`src/rtl/matrix_stack_transform_engine_defines.svh`:
```
// Assertion macros used by the engine RTL.
`ifndef MATRIX_STACK_TRANSFORM_ENGINE_DEFINES_SVH
`define MATRIX_STACK_TRANSFORM_ENGINE_DEFINES_SVH
`ifndef ASSERT_OFF
`define MSTE_ASSERT_IMP(lbl, clk, rst_n, ante, cons, msg) \
  lbl: assert property (@(posedge clk) disable iff (!rst_n) (ante) |-> (cons)) \
    else $error(msg);
`define MSTE_ASSERT_NXT(lbl, clk, rst_n, ante, cons, msg) \
  lbl: assert property (@(posedge clk) disable iff (!rst_n) (ante) |=> (cons)) \
    else $error(msg);
`else
`define MSTE_ASSERT_IMP(lbl, clk, rst_n, ante, cons, msg)
`define MSTE_ASSERT_NXT(lbl, clk, rst_n, ante, cons, msg)
`endif
`endif

```
`src/rtl/mste_pkg.sv`:
```
package mste_pkg;
  localparam int DATA_W          = 32;
  localparam int ACT_W           = 4;
  localparam int STAT_W          = 2;
  localparam int IDX_W           = 4;
  localparam int ELEMS           = 16;
  localparam int STACK_DEPTH_DEF = 16;
  localparam int FRAC_BITS_DEF   = 16;

  typedef logic signed [DATA_W-1:0] data_t;
  typedef logic [ACT_W-1:0]         action_t;
  typedef logic [STAT_W-1:0]        status_t;
  typedef logic [IDX_W-1:0]         elem_idx_t;

  localparam action_t ACT_PUSH  = 4'd0;
  localparam action_t ACT_POP   = 4'd1;
  localparam action_t ACT_IDENT = 4'd2;
  localparam action_t ACT_WRITE = 4'd3;
  localparam action_t ACT_LOAD  = 4'd4;
  localparam action_t ACT_MUL   = 4'd5;
  localparam action_t ACT_SCALE = 4'd6;
  localparam action_t ACT_TRANS = 4'd7;
  localparam action_t ACT_XFORM = 4'd8;

  localparam status_t ST_OK        = 2'd0;
  localparam status_t ST_PUSH_FULL = 2'd1;
  localparam status_t ST_POP_LAST  = 2'd2;

  // Shared multiply-accumulate controls
  typedef struct packed {
    logic mul_en;
    logic acc_en;
    logic acc_clr;
  } mac_ctl_t;

  // Identity element: diagonal words are 1.0
  function automatic data_t ident_elem(elem_idx_t w, int frac);
    data_t one_q;
    one_q = data_t'(1) <<< frac;
    return (w[1:0] == w[3:2]) ? one_q : '0;
  endfunction
endpackage

```
`src/rtl/mste_mac.sv`:
```
module mste_mac #(
  parameter int FRAC_BITS = 16
) (
  input  logic               clk,
  input  mste_pkg::mac_ctl_t ctl,
  input  mste_pkg::data_t    a,
  input  mste_pkg::data_t    b,
  output mste_pkg::data_t    result
);
  import mste_pkg::*;
  localparam int PW    = 2 * DATA_W;
  localparam int ACC_W = DATA_W + 2;
  localparam data_t Q_MAX = {1'b0, {(DATA_W-1){1'b1}}};
  localparam data_t Q_MIN = {1'b1, {(DATA_W-1){1'b0}}};

  logic signed [PW-1:0]    prod_r;
  logic signed [PW-1:0]    shifted;
  logic signed [ACC_W-1:0] acc_r;
  logic signed [ACC_W-1:0] sum;
  data_t                   term;

  // Floor shift then clamp the product to 32 bits
  assign shifted = prod_r >>> FRAC_BITS;
  always_comb begin
    if ((&shifted[PW-1:DATA_W-1]) || !(|shifted[PW-1:DATA_W-1])) begin
      term = shifted[DATA_W-1:0];
    end else begin
      term = shifted[PW-1] ? Q_MIN : Q_MAX;
    end
  end

  assign sum = (ctl.acc_clr ? ACC_W'(0) : acc_r) + {{2{term[DATA_W-1]}}, term};

  always_comb begin
    if ((&sum[ACC_W-1:DATA_W-1]) || !(|sum[ACC_W-1:DATA_W-1])) begin
      result = sum[DATA_W-1:0];
    end else begin
      result = sum[ACC_W-1] ? Q_MIN : Q_MAX;
    end
  end

  always_ff @(posedge clk) begin
    if (ctl.mul_en) begin
      prod_r <= a * b;
    end
    if (ctl.acc_en) begin
      acc_r <= sum;
    end
  end
endmodule

```
`config.mk`:
```
export PLATFORM = sky130hd
export DESIGN_NAME = mste_mac
export DESIGN_NICKNAME = d
export VERILOG_FILES = /design/src/rtl/matrix_stack_transform_engine_defines.svh /design/src/rtl/mste_pkg.sv /design/src/rtl/mste_mac.sv
export SDC_FILE = /design/constraint.sdc
export NUM_CORES = 2
export LEC_CHECK = 0
export BUFFER_PORTS_ARGS = -buffer_cell sky130_fd_sc_hd__buf_2
export CAP_MARGIN = 40
export CORE_UTILIZATION = 55
export DETAILED_ROUTE_END_ITERATION = 6
export PLACE_DENSITY = 0.72
export REMOVE_ABC_BUFFERS = 1
export SLEW_MARGIN = 20
export SYNTH_ARGS = -nofsm -noshare
export SYNTH_HDL_FRONTEND = slang
export SYNTH_SLANG_ARGS = --single-unit
```
`constraint.sdc`:
```
create_clock -name clk -period 12.24 [get_ports clk]
set_input_delay 1.836 -clock clk [delete_from_list [all_inputs] [get_ports clk]]
set_output_delay 1.836 -clock clk [all_outputs]
set_load 0.01 [all_outputs]
```
After elaboration in Yosys (flattened, before gate mapping)
Index checks and enable logic that the tools add are counted.
Storage, ports and cells
  register bits: 98
  input port bits: 68
  output and inout bits: 32
  logic and storage cells: 17
Cells by class
  reductions and logical operators: 8
  $add $sub $neg: 1
  muxes and demuxes: 5
  $mul: 1
Operators by type and width (number)
  32-bit 2-to-1 mux: 4
  32-bit by 32-bit multiplier with 64-bit output: 1
  34-bit adder: 1
  34-bit 2-to-1 mux: 1
  17-bit AND reduction: 1
  17-bit OR reduction: 1
  3-bit AND reduction: 1
  3-bit OR reduction: 1
  1-bit zero test: 2
  1-bit logical OR: 2

Longest topological paths before layout
  depth after elaboration: 9
  mapped depth: 28
  gate-level depth less buffers: 27

Least setup slack after synthesis
OpenSTA, ideal clock, no wires.
  path kind: input to register
  from: in a[31]
  to: reg prod_r[63] (data pin)
  data required time: 11980 ps
  path slack: 3027 ps
  data arrival time: 8954 ps
  stages: 27
  library setup time: 260 ps
  path buffers: 1
  cell sequence: clkbuf_1 nand2_1 inv_1 fa_1 inv_1 fa_1 inv_1 fa_1 fa_1 inv_1 fa_1 inv_1 fa_1 inv_1 fa_1 inv_1 fa_1 ha_1 a21o_1 a21o_1 a21o_1 and2_1 nor2_1 nand2_1 a21o_1 o41a_1 xnor2_1
Between the ends
  word-level cells in the longest chain between the ends: 1
RTL lines
  start, declared: line mste_mac.sv:6  | input mste_pkg::data_t a,
  32-bit by 32-bit multiplier with 64-bit output: line mste_mac.sv:44  | prod_r <= a * b;
  end signal, assigned: line mste_mac.sv:44
  end, declared: line mste_mac.sv:16  | logic signed [PW-1:0] prod_r;
No other way between the ends.
A chain may end at the register's enable or synchronous reset.

Worst setup path in the final report
  from: in b[5]
  to: reg prod_r[63] (data pin)
Between the ends
  word-level cells in the longest chain between the ends: 1
RTL lines
  start, declared: line mste_mac.sv:7  | input mste_pkg::data_t b,
  32-bit by 32-bit multiplier with 64-bit output: line mste_mac.sv:44
No other way between the ends.

==> qor.yml <==
timing:
  final_max_slew_viol_count: 0
  slew_headroom_pct: 36.64
  post-route-period-util_pct: 80.99
  worst_pin_slew_ps: 950.4
  hold_viol: 0
  post-route-min-period_ps: 9914
  tns_ps: 0
  setup_viol: 0
  fmax_ghz: 0.1009
  holdWs_ps: 726.6
  grt_setup_unrepaired: "no"
  finalClockSkew_ps: 9.723
clocking:
  clock_latency_ps: 350
  htreeDepth: 3
  clk_path_buf_depth: 2
  cts_tree: "built"
  clock-root-buffer: "clkbuf_16"
  cts_resized: 0
  numCtsBuffers: 9
  post_cts_buffers: 0
  cts_num_sinks: 82
  hold_buffers: 0
  path_clk_slew_ps: 60
floorplan:
  die-width_um: 273.5
  rows: 99
  dieArea_um2: 74820
  ioPinCount: 100
  initial_core_util_pct: 55.58
  die_h_um: 273.5
  core_area_um2: 72960
critical_path:
  crit_buf_inv: 8
  critical_path_class: "input pin to flip-flop"
  critPathLaunchType: "input pin"
  critical_path_depth: 27
  end_kind: "flip-flop"
  worstPathRequired_ps: 12340
  arrival_ps: 10010
  crit_top_cell: "fa_1"
  slowest_delay_ps: 790
  path_delay_family: "adder cells"
  worst_r2r_path_depth: 17
  worstPathMaxFanout: 32
  critPathSlowestCell: "fa_1"
logic_synthesis:
  ys_types: 71
  synth-seq-cells: 82
  ys.flop_type: "edfxtp_1"
  synth_edf_count: 82
  synth_area_per_cell_um2: 9.587
  synth_area_leaders: "fa_1, inv_1, and2_1"
  synthCells: 4230
  yosys.area.top_type: "fa_1"
  ys_seq_area_share_pct: 6.072
  syn_area_um2: 40550
  ys_warn_count: 0
  synth_top_area_share_pct: 53.41
  synthArstFlopShare_pct: 0
finish:
  area_delta_synth_final_pct: 4.066
  layout-drive-gt1-share_pct: 4.289
  seqCellArea_um2: 2462
  fin_nets: 5531
  final_cell_mix: "fa_1, inv_1, nand2_1"
  final_common_cell: "fa_1"
  multiInputGateArea_um2: 33580
  fillers: 6274
placed_design:
  dpl.hpwl_um: 84240
  numPortBuffers: 99
  gp_congestion: 0.9378
drt:
  route.layer.met1.wl_um: 40880
  via_per_inst: 5.530
  drtPass1Iterations: 5
  wire_per_inst_um: 20.81
  vias: 28384
  top_layer: "met5"
  drt_wl_total_um: 106800
  drt_iter0_markers: 2109
  drc_errors: 0
  ant_nets: 0
  wl_met2_um: 52220
  wl_met3_um: 9060
global_route:
  grt_pass1_vias: 31715
  grt_max_degree: 35
  grt_pass1_wl_um: 174000
  grt_overflow: 0
  antenna_found_initial: 6
  track_usage_pct: 30.38
flow_run:
  drv_cap: 0
min_path:
  hold_path_class: "flip-flop to flip-flop"
  min_path_cells: 2
outcome:
  status: "finished clean"
## sequential cells by signal (all words and copies together), names as in the netlist
signal / cells
acc_r: 34
prod_r: 48
## layout make-up
type                       instances  area share [%]
clock buffer                       9          0.5336
tap                              959           2.843
timing repair buffer             140           2.129
antenna                            1        0.005929
sequential                        82           5.835
multi-input combinational       2940           79.56
inverter                         995           8.850
clock inverter                     7          0.2401
## path summary, 6_finish.rpt
path	to	slack [ps]	startpoint
setup reg to reg	acc_r[26]	7880	prod_r[61]
hold / removal	acc_r[0]	730	prod_r[16]
setup / recovery	prod_r[63]	2330	b[5]
hold reg to reg	acc_r[0]	730	prod_r[16]
## per-layer routing
metal / track usage (%) / up-vias
met5: 0 / -
met4: 11.11 / 2
met3: 4.974 / 271
met2: 51.67 / 1233
met1: 39.18 / 14690
li1: - / 12188
## cells in the mapped netlist (3+ instances only)
cell,instances
and3_1,8
edfxtp_1,82
a21oi_1,82
and2_1,515
inv_1,995
ha_1,213
nor3_1,7
nor4_1,6
xnor2_1,55
buf_2,6
o21bai_1,18
o211ai_1,5
nor2b_1,66
a2111oi_0,4
nand2b_1,14
a211oi_1,7
o21ai_1,29
fa_1,1082
nor2_1,60
clkbuf_1,205
o31ai_1,7
nand4_1,16
a21o_1,67
nand3_1,11
o21ai_0,33
o21a_1,19
o31a_1,3
xor2_1,33
nand2_1,525
a31oi_1,5
a21boi_0,3
## metrics by stage
stage	std cells	instance area (um^2)	utilization (%)	worst slack [ps]
floorplan	4017	39750	-	3264
global placement	5107	41710	57.17	2069
detailed placement	5111	41760	57.24	1969
CTS	5127	42090	57.68	2317
global route	5133	42200	57.85	1849
finish	5133	42200	57.85	2326
## tightest hold or removal path: stages, from the launching register on
cell and delay, ps:
edfxtp_1 320, a21o_1 110, ha_1 180
## logic make-up after synthesis
group | after synthesis | synth area share, %
AO/OA/AOI/OAI | 318 | 5.301
buffers and inverters | 1208 | 11.20
adder cells (fa/ha/maj) | 1295 | 59.98
XOR/XNOR | 89 | 1.941
multiplexers | 2 | 0.05245
flip-flops | 82 | 6.072
AND/OR/NAND/NOR | 1236 | 15.45
Power is left out: the tool's default activity adds up to more than one toggle a clock period on the data nets, which glitch-free logic cannot reach.
